### config.mk
export PLATFORM = sky130hd
export DESIGN_NAME = rip_load_then_call_scanner
export DESIGN_NICKNAME = d
export VERILOG_FILES = /design/src/rltcs_pkg.sv /design/src/rltcs_cell.sv /design/src/rltcs_chain.sv /design/src/rltcs_tally.sv /design/src/rip_load_then_call_scanner.sv
export VERILOG_INCLUDE_DIRS = /design/src /design/src/src
export SDC_FILE = /design/constraint.sdc
export NUM_CORES = 1
export LEC_CHECK = 0
export BUFFER_PORTS_ARGS = -buffer_cell sky130_fd_sc_hd__clkbuf_2
export CAP_MARGIN = 20
export CORE_MARGIN = 2
export CORE_UTILIZATION = 65
export CTS_CLUSTER_SIZE = 10
export DETAILED_ROUTE_END_ITERATION = 6
export GPL_ROUTABILITY_DRIVEN = 0
export PLACE_DENSITY = 0.83
export SYNTH_ARGS = -nofsm -noshare
export SYNTH_HDL_FRONTEND = slang
export SYNTH_SLANG_ARGS = --single-unit
export TNS_END_PERCENT = 1
### constraint.sdc
create_clock -name clock -period 11.67 [get_ports clock]
set_input_delay 2.334 -clock clock [delete_from_list [all_inputs] [get_ports clock]]
set_output_delay 2.334 -clock clock [all_outputs]
set_load 0.01 [all_outputs]
### src/rip_load_then_call_scanner_macros.svh
// ----------------------------------------------------------------------------
// Assertion macros for the load-then-call scanner
// Concurrent checks on the rising edge of clock, disabled while reset is high.
// They become empty when SYNTHESIS is defined.
// ----------------------------------------------------------------------------
`ifndef RIP_LOAD_THEN_CALL_SCANNER_MACROS_SVH
`define RIP_LOAD_THEN_CALL_SCANNER_MACROS_SVH

`ifndef SYNTHESIS

// The consequent must hold in the same cycle as the antecedent.
`define RLTCS_CHECK(label, ante, cons) \
   label: assert property (@(posedge clock) disable iff (reset) (ante) |-> (cons)) \
      else $error("rltcs check failed");

// The consequent must hold in the cycle after the antecedent.
`define RLTCS_CHECK_NEXT(label, ante, cons) \
   label: assert property (@(posedge clock) disable iff (reset) (ante) |=> (cons)) \
      else $error("rltcs check failed");

`else

`define RLTCS_CHECK(label, ante, cons)
`define RLTCS_CHECK_NEXT(label, ante, cons)

`endif

`endif

### src/rltcs_pkg.sv
// ----------------------------------------------------------------------------
// rltcs_pkg
// Shared widths, opcode bytes, register indexes and control structs of the
// load-then-call scanner.
// ----------------------------------------------------------------------------
package rltcs_pkg;

   localparam int BYTE_W    = 8;
   localparam int ADDR_W    = 64;
   localparam int CNT_W     = 32;
   localparam int SIZE_W    = 32;
   localparam int DISP_W    = 32;
   localparam int HIST_DEPTH = 5;

   // Opcode bytes of the two instructions.
   localparam logic [BYTE_W-1:0] OP_CALL   = 8'hE8;
   localparam logic [BYTE_W-1:0] OP_REX_W  = 8'h48;
   localparam logic [BYTE_W-1:0] OP_MOV    = 8'h8B;
   localparam logic [BYTE_W-1:0] OP_RIPREL = 8'h05;

   // A call is recognized when its last displacement byte arrives, four bytes
   // after the opcode; its destination is relative to the end of the call.
   localparam int CALL_LEN = 5;
   localparam int CALL_LAG = 4;
   localparam logic [ADDR_W-1:0] CALL_BIAS = ADDR_W'(CALL_LEN - CALL_LAG);

   localparam logic [CNT_W-1:0] CNT_MAX = '1;

   // Configuration register indexes.
   localparam int CSR_IDX_W = 2;
   localparam logic [CSR_IDX_W-1:0] CSR_TARGET = 2'd0;
   localparam logic [CSR_IDX_W-1:0] CSR_BASE   = 2'd1;
   localparam logic [CSR_IDX_W-1:0] CSR_SIZE   = 2'd2;

   // The hit vector of the cell row is counted in groups of eight bits.
   // Windows of up to 64 bytes give at most 8 groups, so 7 bits hold the sum.
   localparam int GRP_SIZE  = 8;
   localparam int GRP_CNT_W = 4;
   localparam int POP_W     = 7;

   // Per-byte control handed from the front end to the cell row.
   typedef struct packed {
      logic step;      // an item was accepted this cycle
      logic last;      // it closes the section
      logic load_hit;  // a counted load begins two bytes back
      logic call_hit;  // a call to the target ends with this byte
      logic enable;    // all three registers are nonzero
   } step_ctl_type;

   // Status travelling with the hit counts down the count pipeline.
   typedef struct packed {
      logic valid;
      logic last;
      logic enable;
   } flow_type;

endpackage

### src/rltcs_cell.sv
// ----------------------------------------------------------------------------
// rltcs_cell
// One age slot of the pending-load row: holds one waiting load and passes it
// to the next older slot on every accepted byte.
// ----------------------------------------------------------------------------
module rltcs_cell (
   input  logic clock,
   input  logic reset,
   input  logic step,
   input  logic flush,
   input  logic shift_in,
   input  logic hit_here,
   output logic bit_out,
   output logic scored
);

   logic bit_ff;
   logic bit_in;

   // A load arriving in this slot meets a matching call and is retired.
   assign scored = step & shift_in & hit_here;

   always_comb begin
      bit_in = bit_ff;
      if (step) begin
         bit_in = flush ? 1'b0 : (shift_in & ~hit_here);
      end
   end

   always_ff @(posedge clock) begin
      if (reset) begin
         bit_ff <= 1'b0;
      end else begin
         bit_ff <= bit_in;
      end
   end

   assign bit_out = bit_ff;

endmodule

### src/rltcs_chain.sv
// ----------------------------------------------------------------------------
// rltcs_chain
// Row of pending-load cells plus the first stage of the hit count: the
// retired loads of one byte are counted per group of eight and registered.
// ----------------------------------------------------------------------------
`include "rip_load_then_call_scanner_macros.svh"

module rltcs_chain #(
   parameter  int WINDOW_BYTES = 32,
   localparam int NCELL = WINDOW_BYTES - 3,
   localparam int GRP_N = (NCELL + rltcs_pkg::GRP_SIZE - 1) / rltcs_pkg::GRP_SIZE
) (
   input  logic                    clock,
   input  logic                    reset,
   input  rltcs_pkg::step_ctl_type ctl,
   input  logic                    adv,
   output rltcs_pkg::flow_type     s1_flow,
   output logic [GRP_N-1:0][rltcs_pkg::GRP_CNT_W-1:0] s1_grp
);
   import rltcs_pkg::*;

   localparam int PAD_N = GRP_N * GRP_SIZE;

   logic [NCELL-1:0] bits;
   logic [NCELL-1:0] scored;
   logic [PAD_N-1:0] scored_pad;
   logic [GRP_N-1:0][GRP_CNT_W-1:0] grp_cnt;

   flow_type s1_flow_ff;
   flow_type s1_flow_in;
   logic [GRP_N-1:0][GRP_CNT_W-1:0] s1_grp_ff;
   logic [GRP_N-1:0][GRP_CNT_W-1:0] s1_grp_in;

   // Slot j holds a load of age j bytes. Slots 0 and 1 are too young to see a
   // call; the oldest slot is the last one whose window is still open.
   for (genvar j = 0; j < NCELL; j++) begin : g_cell
      logic shift_in;
      logic hit_here;
      if (j == 0) begin : g_head
         assign shift_in = ctl.load_hit;
      end else begin : g_link
         assign shift_in = bits[j-1];
      end
      if (j >= 2) begin : g_win
         assign hit_here = ctl.call_hit;
      end else begin : g_young
         assign hit_here = 1'b0;
      end
      rltcs_cell u_cell (
         .clock    (clock),
         .reset    (reset),
         .step     (ctl.step),
         .flush    (ctl.last),
         .shift_in (shift_in),
         .hit_here (hit_here),
         .bit_out  (bits[j]),
         .scored   (scored[j])
      );
   end

   assign scored_pad = PAD_N'(scored);

   always_comb begin
      for (int g = 0; g < GRP_N; g++) begin
         grp_cnt[g] = '0;
         for (int b = 0; b < GRP_SIZE; b++) begin
            grp_cnt[g] = grp_cnt[g] + GRP_CNT_W'(scored_pad[g*GRP_SIZE + b]);
         end
      end
   end

   always_comb begin
      s1_flow_in = s1_flow_ff;
      s1_grp_in  = s1_grp_ff;
      if (adv) begin
         s1_flow_in.valid  = ctl.step;
         s1_flow_in.last   = ctl.step & ctl.last;
         s1_flow_in.enable = ctl.enable;
         s1_grp_in         = grp_cnt;
      end
   end

   always_ff @(posedge clock) begin
      if (reset) begin
         s1_flow_ff <= '0;
      end else begin
         s1_flow_ff <= s1_flow_in;
      end
   end

   always_ff @(posedge clock) begin
      s1_grp_ff <= s1_grp_in;
   end

   assign s1_flow = s1_flow_ff;
   assign s1_grp  = s1_grp_ff;

   // Loads retire only on an accepted byte that completes a matching call.
   `RLTCS_CHECK(a_score_needs_call, !ctl.step || !ctl.call_hit, scored == '0)
   // The row is empty after the last byte of a section.
   `RLTCS_CHECK_NEXT(a_row_flushed, ctl.step && ctl.last, bits == '0)

endmodule

### src/rltcs_tally.sv
// ----------------------------------------------------------------------------
// rltcs_tally
// Sums the group counts, accumulates the saturating hit counter and holds the
// result register of the output channel.
// ----------------------------------------------------------------------------
`include "rip_load_then_call_scanner_macros.svh"

module rltcs_tally #(
   parameter int GRP_N = 4
) (
   input  logic                                     clock,
   input  logic                                     reset,
   input  rltcs_pkg::flow_type                      s1_flow,
   input  logic [GRP_N-1:0][rltcs_pkg::GRP_CNT_W-1:0] s1_grp,
   output logic                                     adv,
   input  logic                                     rsp_tready,
   output logic                                     rsp_tvalid,
   output logic [rltcs_pkg::CNT_W-1:0]              rsp_tdata
);
   import rltcs_pkg::*;

   localparam int SUM_W = CNT_W + 1;

   flow_type           s2_flow_ff;
   flow_type           s2_flow_in;
   logic [POP_W-1:0]   s2_pop_ff;
   logic [POP_W-1:0]   s2_pop_in;
   logic [CNT_W-1:0]   hit_ff;
   logic [CNT_W-1:0]   hit_in;
   logic               rsp_valid_ff;
   logic               rsp_valid_in;
   logic [CNT_W-1:0]   rsp_data_ff;
   logic [CNT_W-1:0]   rsp_data_in;

   logic [POP_W-1:0]   pop_sum;
   logic [SUM_W-1:0]   sum_ext;
   logic [CNT_W-1:0]   hit_sat;

   always_comb begin
      pop_sum = '0;
      for (int g = 0; g < GRP_N; g++) begin
         pop_sum = pop_sum + POP_W'(s1_grp[g]);
      end
   end

   assign sum_ext = {1'b0, hit_ff} + SUM_W'(s2_pop_ff);
   assign hit_sat = sum_ext[CNT_W] ? CNT_MAX : sum_ext[CNT_W-1:0];

   // The pipeline holds only when a section result is due and the result
   // register is still occupied.
   assign adv = !(s2_flow_ff.valid && s2_flow_ff.last && rsp_valid_ff && !rsp_tready);

   always_comb begin
      s2_flow_in   = s2_flow_ff;
      s2_pop_in    = s2_pop_ff;
      hit_in       = hit_ff;
      rsp_valid_in = rsp_valid_ff & ~rsp_tready;
      rsp_data_in  = rsp_data_ff;
      if (adv) begin
         s2_flow_in = s1_flow;
         s2_pop_in  = pop_sum;
         if (s2_flow_ff.valid) begin
            if (s2_flow_ff.last) begin
               hit_in       = '0;
               rsp_valid_in = 1'b1;
               rsp_data_in  = s2_flow_ff.enable ? hit_sat : '0;
            end else if (s2_flow_ff.enable) begin
               hit_in = hit_sat;
            end
         end
      end
   end

   always_ff @(posedge clock) begin
      if (reset) begin
         s2_flow_ff   <= '0;
         hit_ff       <= '0;
         rsp_valid_ff <= 1'b0;
      end else begin
         s2_flow_ff   <= s2_flow_in;
         hit_ff       <= hit_in;
         rsp_valid_ff <= rsp_valid_in;
      end
   end

   always_ff @(posedge clock) begin
      s2_pop_ff   <= s2_pop_in;
      rsp_data_ff <= rsp_data_in;
   end

   assign rsp_tvalid = rsp_valid_ff;
   assign rsp_tdata  = rsp_data_ff;

   // A hold is only ever caused by a waiting result.
   `RLTCS_CHECK(a_hold_has_cause, !adv, rsp_valid_ff)
   // A section closing in this stage always produces a result.
   `RLTCS_CHECK_NEXT(a_last_gives_result, adv && s2_flow_ff.valid && s2_flow_ff.last,
                     rsp_valid_ff)
   // A disabled scan reports zero, and the counter restarts after every section.
   `RLTCS_CHECK_NEXT(a_disabled_zero,
                     adv && s2_flow_ff.valid && s2_flow_ff.last && !s2_flow_ff.enable,
                     rsp_data_ff == '0 && hit_ff == '0)

endmodule

### src/rip_load_then_call_scanner.sv
// ----------------------------------------------------------------------------
// rip_load_then_call_scanner
// Counts RIP-relative 64-bit loads that are followed, within a short window,
// by a near call to a given target address.
// ----------------------------------------------------------------------------
// Usage:
//   The req channel takes the bytes of one code section in address order, one
//   item per byte, with req_tlast on the final byte. On that byte the rsp
//   channel later delivers one item: the number of loads (48 8B 05) whose
//   window held an E8 call landing on the target address, saturating at
//   2^32-1. A zero target, base or size gives a count of zero.
//   The user must use the csr port, which writes target, base and section
//   size, only while the block is idle; the block itself does not enforce it.
//   Throughput is one byte per clock cycle, back to back while req_tready is
//   high. The hit counts pass the cell row stage and the group-sum stage in
//   front of the saturating accumulator, which loads the result into an output
//   register, so bytes of the next section keep flowing while it waits. Only
//   when a second section end reaches the accumulator with that register
//   still full does req_tready drop until rsp_tready takes the waiting item.
//   Reset clears the configuration, byte history, byte index and valid flags
//   and empties the pipeline; no clearing pass follows it.
// ----------------------------------------------------------------------------
`include "rip_load_then_call_scanner_macros.svh"

module rip_load_then_call_scanner #(
   parameter int WINDOW_BYTES = 32
) (
   input  logic                              clock,
   input  logic                              reset,
   // Byte stream.
   input  logic                              req_tvalid,
   output logic                              req_tready,
   input  logic [rltcs_pkg::BYTE_W-1:0]      req_tdata,   // [7:0] code_byte
   input  logic                              req_tlast,   // last
   // Section result.
   output logic                              rsp_tvalid,
   input  logic                              rsp_tready,
   output logic [rltcs_pkg::CNT_W-1:0]       rsp_tdata,   // [31:0] match_count
   // Configuration writes: 0 target address, 1 base address, 2 section length.
   input  logic                              csr_wr_en,
   input  logic [rltcs_pkg::CSR_IDX_W-1:0]   csr_index,
   input  logic [rltcs_pkg::ADDR_W-1:0]      csr_wdata
);
   import rltcs_pkg::*;

   localparam int NCELL = WINDOW_BYTES - 3;
   localparam int GRP_N = (NCELL + GRP_SIZE - 1) / GRP_SIZE;

   // Configuration registers.
   logic [ADDR_W-1:0] target_ff, target_in;
   logic [ADDR_W-1:0] base_ff, base_in;
   logic [SIZE_W-1:0] size_ff, size_in;

   // bias_ff is target - base - 1. A call whose displacement ends with byte n
   // reaches the target exactly when the sign-extended displacement equals
   // bias - n, which k_ff tracks as n advances. This turns the destination
   // add into a plain equality on every byte.
   logic [ADDR_W-1:0] bias_ff, bias_in, bias_cfg;
   logic [ADDR_W-1:0] k_ff, k_in;

   // Stream state: the last five bytes and the saturating byte index.
   logic [HIST_DEPTH-1:0][BYTE_W-1:0] hist_ff, hist_in;
   logic [CNT_W-1:0]                  n_ff, n_in;

   logic              accept;
   logic              adv;
   logic              enable;
   logic              load_hit;
   logic              call_hit;
   logic              in_section;
   logic [DISP_W-1:0] disp;
   step_ctl_type      ctl;
   flow_type          s1_flow;
   logic [GRP_N-1:0][GRP_CNT_W-1:0] s1_grp;

   assign req_tready = adv;
   assign accept     = req_tvalid & req_tready;

   assign enable = (target_ff != '0) && (base_ff != '0) && (size_ff != '0);

   // A load starting at q = n - 2 counts only while q + window < size.
   assign in_section = ({1'b0, n_ff} + (CNT_W+1)'(WINDOW_BYTES - 2)) < {1'b0, size_ff};

   assign load_hit = (|n_ff[CNT_W-1:1]) && in_section &&
                     (hist_ff[3] == OP_REX_W) && (hist_ff[4] == OP_MOV) &&
                     (req_tdata == OP_RIPREL);

   // Little-endian displacement, its top byte being the one arriving now.
   assign disp = {req_tdata, hist_ff[4], hist_ff[3], hist_ff[2]};

   assign call_hit = (|n_ff[CNT_W-1:2]) && (hist_ff[1] == OP_CALL) &&
                     (disp == k_ff[DISP_W-1:0]) &&
                     (k_ff[ADDR_W-1:DISP_W] == {(ADDR_W-DISP_W){disp[DISP_W-1]}});

   assign ctl.step     = accept;
   assign ctl.last     = req_tlast;
   assign ctl.load_hit = load_hit;
   assign ctl.call_hit = call_hit;
   assign ctl.enable   = enable;

   // Register writes; an index past the list leaves everything unchanged.
   always_comb begin
      target_in = target_ff;
      base_in   = base_ff;
      size_in   = size_ff;
      if (csr_wr_en) begin
         case (csr_index)
            CSR_TARGET: target_in = csr_wdata;
            CSR_BASE:   base_in   = csr_wdata;
            CSR_SIZE:   size_in   = csr_wdata[SIZE_W-1:0];
            default:    ;
         endcase
      end
   end

   assign bias_cfg = target_in - base_in - CALL_BIAS;

   always_comb begin
      bias_in = bias_ff;
      k_in    = k_ff;
      n_in    = n_ff;
      hist_in = hist_ff;
      if (csr_wr_en) begin
         bias_in = bias_cfg;
         k_in    = bias_cfg - {{(ADDR_W-CNT_W){1'b0}}, n_ff};
      end else if (accept) begin
         if (req_tlast) begin
            // The section ends: the stream state starts over.
            hist_in = '0;
            n_in    = '0;
            k_in    = bias_ff;
         end else begin
            hist_in = {req_tdata, hist_ff[HIST_DEPTH-1:1]};
            if (n_ff != CNT_MAX) begin
               n_in = n_ff + 1'b1;
               k_in = k_ff - 1'b1;
            end
         end
      end
   end

   always_ff @(posedge clock) begin
      if (reset) begin
         target_ff <= '0;
         base_ff   <= '0;
         size_ff   <= '0;
         bias_ff   <= '0 - CALL_BIAS;
         k_ff      <= '0 - CALL_BIAS;
         hist_ff   <= '0;
         n_ff      <= '0;
      end else begin
         target_ff <= target_in;
         base_ff   <= base_in;
         size_ff   <= size_in;
         bias_ff   <= bias_in;
         k_ff      <= k_in;
         hist_ff   <= hist_in;
         n_ff      <= n_in;
      end
   end

   rltcs_chain #(
      .WINDOW_BYTES (WINDOW_BYTES)
   ) u_chain (
      .clock   (clock),
      .reset   (reset),
      .ctl     (ctl),
      .adv     (adv),
      .s1_flow (s1_flow),
      .s1_grp  (s1_grp)
   );

   rltcs_tally #(
      .GRP_N (GRP_N)
   ) u_tally (
      .clock      (clock),
      .reset      (reset),
      .s1_flow    (s1_flow),
      .s1_grp     (s1_grp),
      .adv        (adv),
      .rsp_tready (rsp_tready),
      .rsp_tvalid (rsp_tvalid),
      .rsp_tdata  (rsp_tdata)
   );

   // After the last byte the index and the call offset are back at their start.
   `RLTCS_CHECK_NEXT(a_stream_restart, accept && req_tlast && !csr_wr_en,
                     n_ff == '0 && k_ff == bias_ff)
   // The call offset always matches bias minus the byte index.
   `RLTCS_CHECK(a_offset_tracks, 1'b1,
                k_ff == bias_ff - {{(ADDR_W-CNT_W){1'b0}}, n_ff})

endmodule

; ---- Word-level counts from Yosys, hierarchy flattened
; Cells that the tools add are included.
; W data, S select, Z words.
[totals]
inputBits = 80
output_inout_bits = 34
elab_cells = 257
regBits = 474
[classes]
mux = 45
n_reduce_logical = 30
eq_ne = 9
n_lt_le_gt_ge = 1
add_sub_neg = 33
n_bitwise = 87
[ops]
columns = op, n
row1 = $mux W64, 8
row2 = $mux W32, 5
row3 = $reduce_bool A64 Y1, 2
row4 = $sub A64 B1 Y64 const B, 2
row5 = $and A1 B1 Y1, 83
row6 = $add A4 B1 Y4, 19
row7 = $eq A32 B32 Y1, 2
row8 = $sub A64 B32 Y64, 1
row9 = $sub A64 B64 Y64, 1
row10 = $mux W40, 1
row11 = $add A32 B5 Y33 const B, 1
row12 = $add A32 B7 Y33, 1
row13 = $lt A33 B32 Y1, 1
row14 = $add A32 B1 Y32 const B, 1
row15 = $ne A32 B32 Y1 const B, 1
row16 = $reduce_bool A32 Y1, 1
row17 = $mux W1, 31
row18 = $reduce_or A31 Y1, 1
row19 = $reduce_or A30 Y1, 1
row20 = $eq A8 B8 Y1 const B, 2
row21 = $add A7 B4 Y7, 2
row22 = $logic_and A1 B1 Y1, 12
row23 = $reduce_and A3 Y1, 3
row24 = $add A1 B1 Y2, 4
row25 = other kinds (11), 19

; ---- Depth between registers and ports, before layout
[logic_depth]
ltp_word = 14
mapped_depth = 29

; ---- By module
; From an unflattened synthesis, not the netlist that was laid out.
[unflattened]
hier_cells = 3734
area_unflattened_um2 = 30653.1
[modules_own_cells]
columns = mod, area_each_um2, cells_per_inst, n_inst, seq_area_each_um2
row1 = rip_load_then_call_scanner, 23816.6, 3052, 1, 7046.8
row2 = rltcs_tally, 4219.0, 441, 1, 1861.8
row3 = rltcs_cell, 50.0, 5, 29, 20.0
row4 = rltcs_chain, 1166.1, 96, 1, 510.5

; ---- Worst setup path after synthesis
; OpenSTA, ideal clock, no wires.
[synth_path]
path_kind = input port to flip-flop
start = input csr_wr_en
end = register k_ff[39]
cell_stages = 26
arrival_ns = 8.483
slack_ns = 3.064
cell_sequence = clkbuf_1 -> inv_2 -> nor3_1 -> clkbuf_1 -> mux2_2 -> ha_1 -> a211o_1 -> a211o_1 -> and2_4 -> nor2_1 -> nor3_1 -> nor3_1 -> o21bai_1 -> nand3_1 -> nand2_1 -> xor2_1 -> ha_1 -> nand3_1 -> nand2b_1 -> a2111oi_0 -> nor3_1 -> a211oi_1 -> nor3_1 -> xnor2_1 -> a21oi_1 -> or2_2
[synth_between]
elab_chain_cells = 5
[synth_rtl]
columns = element, line_no
row1 = "start, declared", rip_load_then_call_scanner.sv:40  ; input logic csr_wr_en,
row2 = $mux W64, rip_load_then_call_scanner.sv:106  ; if (csr_wr_en) begin
row3 = net target_in[1], rip_load_then_call_scanner.sv:50  ; logic [ADDR_W-1:0] target_ff, target_in;
row4 = $sub A64 B64 Y64, rip_load_then_call_scanner.sv:116  ; assign bias_cfg = target_in - base_in - CALL_BIAS;
row5 = $sub A64 B1 Y64, rip_load_then_call_scanner.sv:116
row6 = net bias_cfg[27], rip_load_then_call_scanner.sv:58  ; logic [ADDR_W-1:0] bias_ff, bias_in, bias_cfg;
row7 = $sub A64 B32 Y64, rip_load_then_call_scanner.sv:125  ; k_in = bias_cfg - {{(ADDR_W-CNT_W){1'b0}}, n_ff};
row8 = $mux W64, rip_load_then_call_scanner.sv:123  ; if (csr_wr_en) begin
row9 = "end signal, assigned", rip_load_then_call_scanner.sv:148  ; k_ff <= '0 - CALL_BIAS;
row10 = "end signal, assigned", rip_load_then_call_scanner.sv:156  ; k_ff <= k_in;
row11 = "end, declared", rip_load_then_call_scanner.sv:59  ; logic [ADDR_W-1:0] k_ff, k_in;
; The timed path passes the listed nets, and every way through them passes these cells.
; A chain may end at the register's enable or synchronous reset.

; ---- Worst setup path in the final report
[layout_path]
start = input csr_wr_en
end = register k_ff[56]
[layout_between]
elab_chain_cells = 5
[layout_rtl]
columns = element, line_no
row1 = $mux W64, rip_load_then_call_scanner.sv:106
row2 = $sub A64 B64 Y64 (*), rip_load_then_call_scanner.sv:116
row3 = $sub A64 B1 Y64 (*), rip_load_then_call_scanner.sv:116
row4 = net bias_cfg[16], rip_load_then_call_scanner.sv:58
row5 = $sub A64 B32 Y64 (*), rip_load_then_call_scanner.sv:125
row6 = $mux W64 (*), rip_load_then_call_scanner.sv:123
; The timed path passes the listed nets; every way through them passes the cells marked *.

==> results_dict.tcl <==
set metrics [dict create \
    drv_cap 0 \
    final_max_slew_viol_count 0 \
    vias 29196 \
    num_antenna_cells 0 \
    grt_pass1_vias 27526 \
    dr.pass1.iters 7 \
    cp.required_ns 12.20 \
    powerDensity_nw_per_um2 150.4 \
    cts_setup_buffers 0 \
    instances_no_fill 4393 \
    path_class "in2reg" \
    peakVddDrop_mv 0.1145 \
    holdPathEnd "hist_ff[12]" \
    netlist-cell-type-count 93 \
    yosysWarnings 0 \
    worstReg2RegStart "k_ff[46]" \
    syn_inst 3780 \
    slew_headroom_pct 24.68 \
    grt_pass1_wl_um 144900 \
    h-tree-depth 2 \
    start_util_pct 66.16 \
    yosysMostFrequentCell "dfxtp_1" \
    seq_area_frac_synth_pct 33.00 \
    fin_worst_skew_ns 0.03117 \
    power.leakage_uw 0.01302 \
    rsz0062_at_grt "no" \
    clk_pin_slew_ns 0.06 \
    wl_per_cell_um 20.99 \
    drt_iter0_drc 3468 \
    timing.final.crit_share_pct 79.89 \
    status "complete, no violations" \
    die_w_um 219.4 \
    route.detailed.drc 0 \
    yosys.area.top_type "dfxtp_1" \
    r2r-end "u_chain.s1_grp[9]" \
    drive_above_1_share_pct 8.542 \
    period_minus_slack_ns 9.323 \
    crit_fanout 57 \
    synthTopCellsByArea "dfxtp_1, ha_1, a21oi_1" \
    numCtsBuffers 55 \
    io_pins 114 \
    ys_ff_latch 471 \
    end_kind "register" \
    rrSetupSlack_ns 5.29 \
    hold_class "reg2reg" \
    die_area_um2 48130 \
    die_h_um 219.4 \
    grt_overflow 0 \
    antenna_found_initial 0 \
    ff2ff_path_depth 19 \
    clock_sinks 471 \
    timing_worst_slew_pin_value_ns 1.126 \
    insertion_delay_ns 0.64 \
    cts.path.max_buffers 3 \
    synth_top_area_share_pct 27.82 \
    fp-row-count 78 \
    cp-start-kind "primary input" \
    nets 4019 \
    portBuffers 113 \
    grt_max_degree 95 \
    min_path_cells 2 \
    ant_nets 0 \
    hold_viol 0 \
    crit_arrival_ns 9.85 \
    area_growth_pct 7.938 \
    core_um2 45580 \
    synth_edf_count 52 \
    synthesis.area_um2 30150 \
    wl_um 92210 \
    setup_violations 0 \
    timing.fmax_ghz 0.1073 \
    grt_util_all_layers_pct 37.68 \
    async_reset_ff_share_pct 0 \
    syn_nets 4035 \
    synth_common_cells "dfxtp_1, nand2_1, nor2_1, a21oi_1, o21ai_0" \
    hold_buffers 0 \
    cts_resized 0 \
    cts_tree "built" \
    post-dp-hpwl_um 66880 \
    synth_ff_type "dfxtp_1" \
    holdCritStartpoint "hist_ff[12]" \
    via_per_inst 6.646 \
    cts_root_buffer "clkbuf_16" \
    setup-tns-final_ns 0 \
    synth.avg_cell_area_um2 7.977 \
    dp.cells 4304 \
]
[per-stage QoR]
step / hold WS, ns / power [µW] / util, % / cell area, µm² / setup WS [ns]
final: 0.4506 / 4896 / 71.41 / 32550 / 2.347
after floorplan: 0.4311 / 2883 / - / 30150 / 3.064
after global placement: 0.4401 / 3266 / 67.86 / 30930 / 2.157
after global routing: 0.4725 / 5090 / 71.41 / 32550 / 1.725
after detailed placement: 0.4474 / 3286 / 67.86 / 30930 / 2.017
after CTS: 0.4522 / 4843 / 71.31 / 32500 / 2.627
[kinds of logic after synthesis]
group / count (synthesis) / synth area share, %
flops: 471 / 33.00
compound gates: 960 / 19.68
mux: 171 / 5.938
fa+ha+maj: 175 / 7.785
buf+inv: 357 / 4.486
xor+xnor: 203 / 5.897
simple gates: 1443 / 23.22
[flip-flops by register name, summed over array words and instances (netlist names)]
register,cells
base_ff,64
bias_ff,64
disp,24
hist_ff,8
k_ff,64
n_ff,32
size_ff,32
target_ff,64
u_chain.g_cell.u_cell.bit_out,28
u_chain.s1_flow,3
u_chain.s1_grp,14
u_tally.hit_ff,32
u_tally.rsp_tdata,32
u_tally.rsp_tvalid,1
u_tally.s2_flow_ff,3
u_tally.s2_pop_ff,6
[worst max-delay path: stages]
cell and delay [ns]:
buf_6 0.20, inv_2 0.13, buf_4 0.52, nor2_1 0.23, nand2_4 0.20, buf_4 0.77
mux2i_1 0.23, ha_1 0.46, and3_1 0.25, nand2_1 0.10, a211oi_1 0.43, nor2_1 0.15
o31ai_1 0.31, xor2_1 0.25, ha_1 0.33, inv_1 0.07, o21ai_0 0.09, a21oi_1 0.25
a21oi_1 0.11, a31oi_1 0.44, or4_1 0.19, a31oi_1 0.17, nor2_1 0.84, nand4_1 0.22
xnor2_1 0.19, a211o_1 0.30
[area by class of cell]
class                   instances  area (µm²)
well taps                     600       750.7
flip-flops and latches        471        9950
inverters                     139       524.3
multi-input cells            2952       18910
repair buffers                145       842.1
clock inverters                 7       77.57
clock buffers                  79        1496
fillers                      3567       13030
[worst max path at each step]
| stage | startpoint | end | slack (ns) | cells after the start |
|---|---|---|---|---|
| after global placement | csr_wr_en | k_ff[56] | 2.16 | 26 |
| after detailed placement | csr_wr_en | k_ff[56] | 2.02 | 26 |
| after floorplan | csr_wr_en | k_ff[39] | 3.06 | 26 |
| final | csr_wr_en | k_ff[56] | 2.35 | 26 |
| after CTS | csr_wr_en | k_ff[56] | 2.63 | 26 |
| after global routing | csr_wr_en | k_ff[56] | 1.72 | 26 |
[cell usage in the layout (no fill, tap or decap), drive strengths merged, types with 20 or more instances in the layout]
master / synthesis / final
nor3: 100 / 100
ha: 154 / 154
and2: 104 / 104
dfxtp: 419 / 419
nand2b: 23 / 23
mux2: 63 / 63
a31oi: 20 / 20
xnor2: 134 / 134
and3: 41 / 41
a22oi: 57 / 57
nor4: 91 / 91
a21o: 56 / 56
nand2: 399 / 399
clkbuf: 201 / 190
edfxtp: 52 / 52
o211ai: 35 / 35
nand4: 90 / 90
or3: 28 / 28
a21oi: 318 / 318
buf: 17 / 34
a211oi: 25 / 25
mux2i: 108 / 108
xor2: 69 / 69
fa: 21 / 21
nand3: 65 / 65
inv: 138 / 139
a21boi: 29 / 29
a221oi: 21 / 21
nor2b: 32 / 32
o21ai: 250 / 250
o21a: 25 / 25
nor2: 394 / 394
[report_power, final]
group / switching [µW] / internal, µW / total (µW)
logic: 933 / 544 / 1480
registers: 111 / 1730 / 1840
clock network: 695 / 881 / 1580
[routing by layer]
layer / vias up / global-route usage, % / share of wire [%]
met5: - / 0 / 0
met4: 0 / 21.71 / 6.4
met3: 398 / 7.166 / 9.2
met2: 1593 / 62.06 / 46
met1: 13677 / 46.02 / 38
li1: 13528 / - / -
(Power assumes the default switching activity.)
